===== config.mk =====
export PLATFORM = sky130hd
export DESIGN_NAME = bmlsu_front
export DESIGN_NICKNAME = d
export VERILOG_FILES = /design/src/hdl/bmlsu_pkg.sv /design/src/hdl/bmlsu_front.sv
export SDC_FILE = /design/constraint.sdc
export NUM_CORES = 1
export LEC_CHECK = 0
export BUFFER_PORTS_ARGS = -buffer_cell sky130_fd_sc_hd__clkbuf_2
export CELL_PAD_IN_SITES_DETAIL_PLACEMENT = 0
export CELL_PAD_IN_SITES_GLOBAL_PLACEMENT = 1
export CORE_MARGIN = 5
export CORE_UTILIZATION = 30
export DETAILED_ROUTE_END_ITERATION = 12
export PLACE_DENSITY_LB_ADDON = 0.1
export SETUP_SLACK_MARGIN = 0.15
export SYNTH_ARGS = -nofsm -noshare
export SYNTH_HDL_FRONTEND = slang
export SYNTH_SLANG_ARGS = --single-unit

===== constraint.sdc =====
create_clock -name vclk -period 6.28
set_input_delay 0.942 -clock vclk [all_inputs]
set_output_delay 0.942 -clock vclk [all_outputs]
set_load 0.05 [all_outputs]

===== src/hdl/bmlsu_pkg.sv =====
// Shared types and constants of the byte memory load/store unit.
package bmlsu_pkg;

	localparam int MEM_BYTES = 65536;
	localparam int NUM_BANKS = 4;
	localparam int ADDR_W = $clog2(MEM_BYTES);
	localparam int BANK_ROWS = MEM_BYTES / NUM_BANKS;
	localparam int ROW_W = $clog2(BANK_ROWS);
	localparam int QUEUE_DEPTH = 2;

	localparam logic [2:0] REQ_LB  = 3'd0;
	localparam logic [2:0] REQ_LBU = 3'd1;
	localparam logic [2:0] REQ_LH  = 3'd2;
	localparam logic [2:0] REQ_LHU = 3'd3;
	localparam logic [2:0] REQ_LW  = 3'd4;
	localparam logic [2:0] REQ_SB  = 3'd5;
	localparam logic [2:0] REQ_SH  = 3'd6;
	localparam logic [2:0] REQ_SW  = 3'd7;

	// Index of the last byte lane used by an access.
	localparam logic [1:0] LAST_BYTE = 2'd0;
	localparam logic [1:0] LAST_HALF = 2'd1;
	localparam logic [1:0] LAST_WORD = 2'd3;

	typedef struct packed {
		logic                                store;
		logic                                sign;
		logic [1:0]                          last;
		logic [1:0]                          offset;
		logic [NUM_BANKS-1:0]                lane_mask;
		logic [NUM_BANKS-1:0][ROW_W-1:0]     rows;
		logic [NUM_BANKS-1:0][7:0]           lane_data;
		logic [31:0]                         tag;
	} req_t;

endpackage


===== src/hdl/bmlsu_front.sv =====
// Front end: accepts requests and splits them into per-bank rows, lanes and data.
module bmlsu_front (
	input  logic              req_valid,
	output logic              req_stall,
	input  logic [2:0]        req_type,
	input  logic [15:0]       address,
	input  logic [31:0]       operand,
	input  logic              clear_busy,
	input  logic              q_full,
	output logic              push,
	output bmlsu_pkg::req_t   push_data
);
	import bmlsu_pkg::*;

	logic [ADDR_W-1:0] base;
	logic [1:0]        off;
	logic [1:0]        last;
	logic [1:0]        lane_k [NUM_BANKS];

	assign req_stall = q_full || clear_busy;
	assign push = req_valid && !req_stall;
	assign base = ADDR_W'(address);
	assign off = base[1:0];

	always_comb begin
		unique case (req_type) inside
			REQ_LB, REQ_LBU, REQ_SB: last = LAST_BYTE;
			REQ_LH, REQ_LHU, REQ_SH: last = LAST_HALF;
			REQ_LW, REQ_SW:          last = LAST_WORD;
			default:                 last = LAST_WORD;
		endcase
	end

	always_comb begin
		push_data.store = (req_type == REQ_SB) || (req_type == REQ_SH) || (req_type == REQ_SW);
		push_data.sign = (req_type == REQ_LB) || (req_type == REQ_LH);
		push_data.last = last;
		push_data.offset = off;
		push_data.tag = operand;
		for (int j = 0; j < NUM_BANKS; j++) begin
			// Bank j holds byte k of the access, where k counts up from the offset.
			lane_k[j] = 2'(j) - off;
			push_data.lane_mask[j] = (lane_k[j] <= last);
			push_data.lane_data[j] = operand[8*lane_k[j] +: 8];
			push_data.rows[j] = base[ADDR_W-1:2] + ROW_W'(2'(j) < off);
		end
	end

endmodule


==> results.toml <==
[place]
dpl_worst_slack_ps = 1780
place_area_sq_um = 2760
hpwl_um = 6060
finalWeightedCongestion = 0.814
io_buffers = 186

[yosys]
netlist.area_leader.share_pct = 33.0
syn_area_sq_um = 2180
synth_area_leaders = "mux4_2 (33%), buf_4 (19%), xnor2_1 (10%)"
syn_area_per_cell_sq_um = 9.82
syn_inst = 222
synth_warnings = 0
synth_nets = 288
ys_seq_area_share_pct = 0
ys_types = 30
post-synth-top-area-cell = "mux4_2"

[min_path]
min_path_type = "in -> out"
whs_endpoint = "push_data[19]"
min_path_cells = 2
worstHoldStart = "operand[19]"

[critical_path]
worstSetupPathType = "in -> out"
crit_path_start_kind = "primary input"
crit_fanout = 21
crit_path_start = "address[1]"
crit_arrival_ps = 3490
end_kind = "primary output"
crit_required_ps = 5340

[floorplan]
core-area_sq_um = 7180
die_h_um = 95.3
ios = 186
start_util_pct = 30.4
dieArea_sq_um = 9070
dieWidth_um = 95.3
rows = 31

[clocking]
postCtsSetupRepairBufs = 0
cts_hold_buf = 0
cts.repair.resized = 0

[finish]
fin_util_pct = 38.4
diodes = 0
final_nets = 410
clkbuf_count = 0
multi_input_area_sq_um = 1660
design_area_sq_um = 2760
area_growth_pct = 26.3
drive_gt1_share_pct = 66.7
fill_cells = 768
seq_area_sq_um = 0
final_common_cell = "clkbuf_2"
final_cell_mix = "clkbuf_2 (186), mux4_2 (32), xnor2_1 (26), ha_1 (12), xor2_1 (11)"
seq_cells = 0

[sta]
worst_hold_slack_ps = 2230
worstMarginPinSlew_ps = 830
hold_viol = 0
setup_slack_ps = 1840
finalCritPeriodShare_pct = 70.6
drv_slew = 0
grt_setup_unrepaired = "false"
fmax_mhz = 225
timing.max_slew.rel_slack_pct = 44.6
tns_ps = 0
fin_crit_ps = 4440
setup_violations = 0

[outcome]
outcome = "finished clean"

[run]
maxCapViolations = 0

[route]
wirelength_um = 7220
drc = 0
vias = 2145
vias_per_cell = 4.86
wl_per_cell_um = 16.4
drtIter0Drc = 64
drt_first_pass_iters = 4
drtAntennaViolNets = 0

[power]
ir_worst_vdd_mv = 0.0907
p_per_area_nw_per_um2 = 161
leakage_nw = 1.37

[global_routing]
grt_pass1_wl_um = 11000
antenna_found_initial = 0
track_usage_pct = 14.8
grt-ovfl-total = 0
grt_pass1_vias = 2084
grt_max_degree = 40
==> synth_stat cells <==
| cell | instances |
|---|---|
| buf_2 | 8 |
| xor2_1 | 11 |
| nor2_1 | 3 |
| nand2_1 | 10 |
| and2_1 | 1 |
| nor4_4 | 1 |
| and4_1 | 5 |
| a31oi_1 | 4 |
| clkbuf_1 | 1 |
| nand3_1 | 10 |
| o21a_1 | 1 |
| nand4_2 | 1 |
| mux4_2 | 32 |
| o41ai_1 | 1 |
| nor4_2 | 2 |
| nand4_4 | 2 |
| buf_4 | 54 |
| nor2b_1 | 4 |
| xnor2_1 | 26 |
| nand4_1 | 9 |
| or2_2 | 1 |
| ha_1 | 12 |
| nand2b_1 | 1 |
| and4_4 | 1 |
| nand3_4 | 1 |
| buf_6 | 3 |
| clkbuf_2 | 1 |
| a41o_1 | 3 |
| inv_1 | 9 |
| nor3_1 | 4 |
==> kinds of logic (layout without fill, tap and decap cells) <==
| group | after synthesis | in the layout | share of synthesized area (%) |
|---|---|---|---|
| buf+inv | 76 | 196 | 23.9 |
| simple gates | 56 | 56 | 18.0 |
| xor+xnor | 37 | 37 | 14.9 |
| mux | 32 | 32 | 33.0 |
| fa+ha+maj | 12 | 12 | 6.88 |
| compound gates | 9 | 9 | 3.27 |
==> worst max-delay path, stage by stage <==
cell	delay, ps
clkbuf_2	450
inv_1	130
ha_1	860
inv_1	100
ha_1	320
nor2b_1	50
a41o_1	190
a31oi_1	140
clkbuf_2	300
==> per-stage QoR <==
step	power, mW	instances
after global routing	0.467	441
after CTS	0.448	441
after floorplan	0.368	222
final	0.443	441
after global placement	0.445	441
after detailed placement	0.447	441
==> where the power goes <==
group,internal (mW),switching (mW),total (mW)
registers,0,0,0
logic,0.111,0.332,0.443
clock network,0,0,0
==> worst max path at each step <==
| stage | endpoint | slack [ps] | cells past startpoint |
|---|---|---|---|
| 2_1_floorplan | push_data[122] | 1800 | 11 |
| 3_5_place_dp | push_data[122] | 1780 | 9 |
| 4_1_cts | push_data[122] | 1780 | 9 |
| 3_3_place_gp | push_data[122] | 1870 | 9 |
| 6_report | push_data[122] | 1840 | 9 |
| 5_1_grt | push_data[122] | 1510 | 9 |
==> cell type report <==
cell class | count | area share (%)
repair buffers | 187 | 34.1
well taps | 99 | 4.50
multi-input cells | 146 | 60.2
inverters | 9 | 1.23
==> routing by layer <==
metal	wire length, um	vias up	share of wire, %	track usage, %
met5	0	-	0	0
met4	0	0	0	0
met3	602	0	8.3	2.53
met2	3600	90	50	25.9
met1	3030	1026	42	20.1
li1	-	1029	-	-
(Power assumes the default switching activity.)
