$ cat config.mk
export PLATFORM = sky130hd
export DESIGN_NAME = bmlsu_queue
export DESIGN_NICKNAME = d
export VERILOG_FILES = /design/src/hdl/bmlsu_pkg.sv /design/src/hdl/bmlsu_queue.sv
export SDC_FILE = /design/constraint.sdc
export NUM_CORES = 1
export LEC_CHECK = 0
export BUFFER_PORTS_ARGS = -buffer_cell sky130_fd_sc_hd__clkbuf_2
export CAP_MARGIN = 5
export CORE_MARGIN = 2
export CORE_UTILIZATION = 59
export CTS_BUF_LIST = sky130_fd_sc_hd__clkbuf_4
export DETAILED_ROUTE_END_ITERATION = 12
export GPL_TIMING_DRIVEN = 0
export HOLD_SLACK_MARGIN = 0.06
export PLACE_DENSITY_LB_ADDON = 0.25
export SLEW_MARGIN = 20
export SYNTH_ARGS = -nofsm -noshare
export SYNTH_HDL_FRONTEND = slang
export SYNTH_SLANG_ARGS = --single-unit
$ cat constraint.sdc
create_clock -name clk -period 11.09 [get_ports clk]
set_input_delay 2.218 -clock clk [delete_from_list [all_inputs] [get_ports clk]]
set_output_delay 2.218 -clock clk [all_outputs]
set_load 0.01 [all_outputs]
$ cat src/hdl/bmlsu_pkg.sv
// Shared types and constants of the byte memory load/store unit.
package bmlsu_pkg;

	localparam int MEM_BYTES = 65536;
	localparam int NUM_BANKS = 4;
	localparam int ADDR_W = $clog2(MEM_BYTES);
	localparam int BANK_ROWS = MEM_BYTES / NUM_BANKS;
	localparam int ROW_W = $clog2(BANK_ROWS);
	localparam int QUEUE_DEPTH = 2;

	localparam logic [2:0] REQ_LB  = 3'd0;
	localparam logic [2:0] REQ_LBU = 3'd1;
	localparam logic [2:0] REQ_LH  = 3'd2;
	localparam logic [2:0] REQ_LHU = 3'd3;
	localparam logic [2:0] REQ_LW  = 3'd4;
	localparam logic [2:0] REQ_SB  = 3'd5;
	localparam logic [2:0] REQ_SH  = 3'd6;
	localparam logic [2:0] REQ_SW  = 3'd7;

	// Index of the last byte lane used by an access.
	localparam logic [1:0] LAST_BYTE = 2'd0;
	localparam logic [1:0] LAST_HALF = 2'd1;
	localparam logic [1:0] LAST_WORD = 2'd3;

	typedef struct packed {
		logic                                store;
		logic                                sign;
		logic [1:0]                          last;
		logic [1:0]                          offset;
		logic [NUM_BANKS-1:0]                lane_mask;
		logic [NUM_BANKS-1:0][ROW_W-1:0]     rows;
		logic [NUM_BANKS-1:0][7:0]           lane_data;
		logic [31:0]                         tag;
	} req_t;

endpackage

$ cat src/hdl/bmlsu_queue.sv
// Two-entry request queue between the front end and the memory back end.
module bmlsu_queue (
	input  logic              clk,
	input  logic              arst_n,
	input  logic              push,
	input  bmlsu_pkg::req_t   push_data,
	input  logic              pop,
	output logic              q_valid,
	output logic              q_full,
	output bmlsu_pkg::req_t   head
);
	import bmlsu_pkg::*;

	localparam int PTR_W = $clog2(QUEUE_DEPTH);
	localparam int CNT_W = $clog2(QUEUE_DEPTH + 1);

	req_t             entry_q [QUEUE_DEPTH];
	logic [PTR_W-1:0] wr_ptr_q;
	logic [PTR_W-1:0] rd_ptr_q;
	logic [CNT_W-1:0] count_q;

	assign q_valid = (count_q != '0);
	assign q_full = (count_q == CNT_W'(QUEUE_DEPTH));
	assign head = entry_q[rd_ptr_q];

	always_ff @(posedge clk or negedge arst_n) begin
		if (!arst_n) begin
			wr_ptr_q <= '0;
			rd_ptr_q <= '0;
			count_q <= '0;
		end else begin
			if (push) begin
				wr_ptr_q <= (wr_ptr_q == PTR_W'(QUEUE_DEPTH - 1)) ? '0 : wr_ptr_q + 1'b1;
			end
			if (pop) begin
				rd_ptr_q <= (rd_ptr_q == PTR_W'(QUEUE_DEPTH - 1)) ? '0 : rd_ptr_q + 1'b1;
			end
			if (push && !pop) begin
				count_q <= count_q + 1'b1;
			end else if (pop && !push) begin
				count_q <= count_q - 1'b1;
			end
		end
	end

	always_ff @(posedge clk) begin
		if (push) begin
			entry_q[wr_ptr_q] <= push_data;
		end
	end

endmodule

==> metrics.cfg, run 1 <==
[power_and_ir_drop]
leakage_nw = 5.177
peakVddDrop_mv = 0.2011
power_density_nw_per_um2 = 253.7

[yosys]
post_synth_instance_area_um2 = 9946
async_flop_share_pct = 1.515
synthTopCellsByArea = edfxtp_1 (79%), mux2_4 (14%), mux2_2 (4.5%), buf_6 (1.1%), dfrtp_1 (1.0%)
ys_ff_latch = 264
avgSynthCellArea_um2 = 23.62
syn_nets = 556
seq_area_frac_synth_pct = 79.51
yosysTopAreaCell = edfxtp_1
yosys-top-cells-count = edfxtp_1 (260), mux2_4 (90), mux2_2 (40)
ys.flop_type = edfxtp_1
synth_cell_types = 15
synth_edf_count = 260
synth.most_common_cell = edfxtp_1
synth_top_area_share_pct = 78.50
syn_inst = 421
yosysWarnings = 0

[global_route]
grt.busiest_layer = met2
grt-ovfl-total = 0
grt_pass1_wl_um = 28240
use_met2_pct = 35.70
grt_max_degree = 52
grt_usage_pct = 20.98
grt_pass1_vias = 5638
grt_antenna_before_repair = 1
grt_use_met1_pct = 22.98
gr-usage-met3_pct = 8.919

[setup_path]
endpoint_kind = primary output
rr_worst_depth = 4
path_max_fanout = 10
startpoint_type = flip-flop
worstPathArrival_ns = 1.94
worstPathRequired_ns = 8.87
reg2reg_setup_slack_ns = 9.07
critPathKind = reg2out
reg2reg_from = wr_ptr_q
r2r-end = entry_q[0][40]

[floorplan]
ios = 266
dieHeight_um = 133.8
die_w_um = 133.8
core_area_um2 = 16520
core.rowCount = 47
initial_core_util_pct = 60.19
dieArea_um2 = 17910

[routing]
firstDrtPassIters = 4
routed_wl_um = 18550
ant_nets = 0
vias_per_cell = 5.120
wl_per_cell_um = 18.12
drtIter0Drc = 241
drc = 0
vias = 5243

[hold_path]
hold_depth = 1
hold_class = reg2reg
whs_endpoint = count_q[1]
hp-start = count_q[1]

[finish]
final_nets = 896
syn_to_final_growth_pct = 25.88
stdcell_count = 1024
drive_gt1_share_pct = 65.13
fillers = 952

[clocking]
hold_buffers = 0
cts-buffers-inserted = 66
h-tree-depth = 3
cts_resized = 0
clkSinkCount = 264
tritoncts = yes
cts.clk_slew.worst_paths_ns = 0.07
clk_latency_ns = 0.63
clock_path_buffers = 3
cts_setup_buffers = 0
cts_root_buf = clkbuf_4

[placement]
dp_hpwl_um = 12720
post-place-cells = 913
place_congestion = 0.6889
numPortBuffers = 265

[timing]
min_period_over_period_pct = 37.50
rsz0062_at_grt = false
setup_viol = 0
tightest_slew_ns = 0.7291
final.min_clock_period_ns = 4.159
setup_tns_ns = 0
final-hold-violation-count = 0
slew_viol_final = 0
clock.fmax_ghz = 0.2404
slew_headroom_pct = 51.29
skew_ns = 0.03124

[status]
outcome = completed

[run]
maxCapViolCount = 0

[power by group]
part / switching (mW) / leakage [nW] / internal, mW
registers: 0.0499 / 2.49 / 1.32
clock network: 0.349 / 0.483 / 0.408
logic: 0.517 / 2.21 / 0.531
total: 0.915 / 5.18 / 2.26
[through the flow]
stage                     hold WS [ns]  power (mW)  util (%)  worst slack [ns]  cell area (µm²)
after floorplan                 0.4474       2.096         -             2.602             9946
after global placement          0.4659       2.434     69.88           -0.2634            11550
final                           0.5240       3.176     75.76             6.931            12520
after detailed placement        0.5126       2.456     70.97             7.096            11730
after global routing            0.5530       3.334     75.76             6.832            12520
after CTS                       0.5218       3.222     75.75             6.839            12520
[final cells by class]
cell class	count	area, µm²	area share [%]
Sequential cell	264	7908	63.16
Multi-Input combinational cell	141	1897	15.15
Timing Repair Buffer	272	1496	11.95
Clock buffer	100	750.7	5.996
Tap cell	220	275.3	2.199
Buffer	15	147.6	1.179
Clock inverter	10	38.79	0.3098
Inverter	1	3.754	0.02998
Antenna cell	1	2.502	0.01999
[per-layer routing]
layer / wire length (µm) / up-vias / share of wire [%]
li1: - / 2407 / -
met1: 6347 / 2540 / 34
met2: 9615 / 263 / 52
met3: 2166 / 33 / 12
met4: 424 / 0 / 2.3
met5: 0 / - / 0
[sequential cells by signal, summed over array words and instances (netlist names)]
| register | count |
|---|---|
| wr_ptr_q | 1 |
| count_q | 2 |
| rd_ptr_q | 1 |
| entry_q | 260 |
[placed cells by master (no fill, tap or decap), types with 2 or more instances in the layout]
master	count
buf_12	3
mux2_2	40
clkbuf_4	100
edfxtp_1	260
xor2_1	4
mux2_4	90
buf_16	4
clkbuf_2	265
buf_6	10
clkinv_1	7
dfrtp_1	4
buf_2	4
inv_2	2
[critical path, cell delays in order (launching register included)]
cell      delay (ns)
dfrtp_1         0.35
buf_6           0.13
buf_8           0.17
buf_6           0.21
mux2_4          0.31
clkbuf_2        0.14
[cell families (layout without fill, tap and decap cells)]
kind of cell / count (synthesis) / count (layout) / share of synthesized area [%]
buffers and inverters: 16 / 398 / 1.522
adders and majority gates: 1 / 1 / 0.1258
and+or+nand+nor: 5 / 5 / 0.2894
muxes: 130 / 130 / 18.12
other: 0 / 1 / 0
DFF: 264 / 264 / 79.51
xor gates and xnor gates: 5 / 5 / 0.4403
[worst max path at each step]
stage / from / to / depth (start not counted)
after global routing: rd_ptr_q / head[38] / 5
after global placement: push / entry_q[0][83] / 2
after CTS: rd_ptr_q / head[38] / 5
after floorplan: push / entry_q[0][0] / 1
final: rd_ptr_q / head[38] / 5
after detailed placement: push / entry_q[0][81] / 5
No activity file was read; power rests on OpenSTA's default activity.
==> run 2, diff against run 1 <==
--- a/config.mk
+++ b/config.mk
@@ -8,7 +8,7 @@
 export BUFFER_PORTS_ARGS = -buffer_cell sky130_fd_sc_hd__clkbuf_2
 export CAP_MARGIN = 5
 export CORE_MARGIN = 2
-export CORE_UTILIZATION = 59
+export CORE_UTILIZATION = 49
 export CTS_BUF_LIST = sky130_fd_sc_hd__clkbuf_4
 export DETAILED_ROUTE_END_ITERATION = 12
 export GPL_TIMING_DRIVEN = 0
==> constraint.sdc (replaced) <==
create_clock -name clk -period 3.49 [get_ports clk]
set_input_delay 0.698 -clock clk [delete_from_list [all_inputs] [get_ports clk]]
set_output_delay 0.698 -clock clk [all_outputs]
set_load 0.01 [all_outputs]
==> run 2 against run 1 <==
Combinational power increased to 3.2 times the previous value. Non-clock buffer count increased by 1. Count of clock-buffer cells in the layout increased by 1. Setup slack got worse by 6.1 ns. Worst hold slack got worse by 0.27 ns. Utilization decreased by 13 points. Die area increased by 20%. First-iteration DRC count decreased by 29%. Register-to-register slack got worse by 7.6 ns. Global-route usage decreased by 3.9 points. Clock skew decreased by 0.0086 ns. Highest routed layer unchanged.
==> metrics.cfg, run 2 (synthesized netlist as in run 1, its figures left out) <==
[status]
outcome = completed

[setup_path]
worstPathArrival_ns = 1.92  ; -0.02 ns
critPathKind = reg2out
path_max_fanout = 10  ; unchanged
worstPathRequired_ns = 2.79  ; -6.08 ns
endpoint_kind = primary output
startpoint_type = flip-flop

[routing]
firstDrtPassIters = 4  ; unchanged
drtIter0Drc = 170  ; -29%
vias_per_cell = 4.762  ; -7.0%
drc = 0  ; unchanged
ant_nets = 0  ; unchanged
wl_per_cell_um = 16.81  ; -7.2%
routed_wl_um = 18220  ; -1.8%
vias = 5162  ; -1.5%

[timing]
skew_ns = 0.02268  ; -0.008563 ns
hold_slack_ns = 0.2516  ; -0.2724 ns
setup_tns_ns = 0  ; unchanged
tightest_slew_ns = 0.7023  ; -0.02678 ns
rsz0062_at_grt = false
final.min_clock_period_ns = 2.617
final-hold-violation-count = 0  ; unchanged
slew_headroom_pct = 53.08  ; +1.8 points
setup_viol = 0  ; unchanged
min_period_over_period_pct = 75.00
clock.fmax_ghz = 0.3820
slew_viol_final = 0  ; unchanged
worst_slack_ns = 0.8725  ; -6.058 ns

[global_route]
grt_antenna_before_repair = 1  ; unchanged
grt_usage_pct = 17.10  ; -3.9 points
grt_pass1_wl_um = 28120  ; -0.41%
grt-ovfl-total = 0  ; unchanged
grt_max_degree = 57  ; +9.6%
grt_pass1_vias = 5706  ; +1.2%

[finish]
final_nets = 899  ; +0.33%
reg.largest.list = entry_q x260, count_q x2
syn_to_final_growth_pct = 27.84
largest_reg_flops = 260  ; unchanged
layout_common_cells = clkbuf_2 (265), edfxtp_1 (260), clkbuf_4 (101), mux2_4 (90), mux2_2 (40)
fin_util_pct = 63.24  ; -13 points
drive_gt1_share_pct = 64.45  ; -0.68 points
largest_register = entry_q
layout_commonest_cell = clkbuf_2
stdcell_count = 1084  ; +5.9%
design_area_um2 = 12710  ; +1.6%

[power_and_ir_drop]
p_clk_share_pct = 25.9  ; +2.1 points
swShare_pct = 28.19  ; -0.63 points
leakage_nw = 5.231  ; +1.1%
power.total_mw = 10.35  ; +230%
peakVddDrop_mv = 0.5177  ; +160%
internal_power_mw = 7.432  ; +230%
combPwrFrac_pct = 32.1  ; -0.9 points
switchingPower_mw = 2.917  ; +220%
seqPwrFrac_pct = 42.0  ; -1.2 points
power_density_nw_per_um2 = 813.9  ; +220%

[floorplan]
die_w_um = 146.5  ; +9.4%
initial_core_util_pct = 49.47  ; -11 points
ios = 266  ; unchanged
dieArea_um2 = 21450  ; +20%
core.rowCount = 52  ; +11%
dieHeight_um = 146.5  ; +9.4%
core_area_um2 = 20100  ; +22%

[placement]
post-place-cells = 963  ; +5.5%
dp_hpwl_um = 12420  ; -2.4%
numPortBuffers = 265  ; unchanged
place_area_um2 = 11800  ; +0.60%
place_congestion = 0.6973  ; +1.2%
dp_slack_ns = 1.005  ; -6.091 ns

[run]
maxCapViolCount = 0  ; unchanged

[clocking]
cts_resized = 0  ; unchanged
cts-buffers-inserted = 68  ; +3.0%
clock_path_buffers = 3  ; unchanged
cts_root_buf = clkbuf_4
tritoncts = yes
cts.clk_slew.worst_paths_ns = 0.07  ; about the same
clkSinkCount = 264  ; unchanged
clk_latency_ns = 0.63  ; about the same
h-tree-depth = 3  ; unchanged

[hold_path]
hold_class = in2reg

run 2: cell types whose count changed in the layout (fill, tap and decap cells not counted), sizes merged:
cell	before	now
bufinv	0	3
clkbuf	365	366
clkinv	8	15
dlygate4sd3	0	1
inv	3	1
run 2: final timing paths:
check / cells after the start / startpoint / slack (ns) / to
setup / recovery: 5 / rd_ptr_q / 0.87 / head[51]
hold / removal: 1 / push_data[123] / 0.25 / entry_q[1][123]
setup reg to reg: 4 / wr_ptr_q / 1.47 / entry_q[0][22]
hold reg to reg: 1 / count_q[1] / 0.50 / count_q[1]
max in group asynchronous: 2 / arst_n / 2.92 / rd_ptr_q
min in group asynchronous: 2 / arst_n / 0.44 / count_q[1]
run 2: layer usage:
metal	share of wire, %	vias up	global-route usage (%)
met5	0	-	0
met4	2.8	0	8.981
met3	8.4	38	6.656
met2	50	212	29.34
met1	39	2492	18.36
li1	-	2420	-
run 2: final cells by class:
cell class	count	area (µm²)
timing repair buffer	273	1514
clock inverter	18	146.4
tap	270	337.8
buffer	15	147.6
sequential	264	7908
fill	1450	7390
clock buffer	101	758.2
multi-input combinational	141	1897
antenna	1	2.502
inverter	1	3.754
run 2: critical path, cell delays in order (launching register included):
cell and delay [ns]:
dfrtp_1 0.34, buf_6 0.11, buf_8 0.17, buf_6 0.20
mux2_4 0.31, clkbuf_2 0.15
run 2: power groups by stage:
| stage | registers (mW) | logic [mW] | clock network, mW |
|---|---|---|---|
| final | 4.35 | 3.32 | 2.68 |
| after global routing | 4.40 | 3.54 | 2.97 |
| after CTS | 4.35 | 3.38 | 2.80 |
| after detailed placement | 4.42 | 3.37 | 0 |
| after global placement | 4.45 | 3.18 | 0 |
| after floorplan | 4.41 | 2.18 | 0 |
run 2: timing repair:
action | CTS | global route
endpoints found under the hold margin | 4 | 0
endpoints found under the setup margin | 0 | 0
setup buffers | 0 | 0
hold buffers | 1 | 0
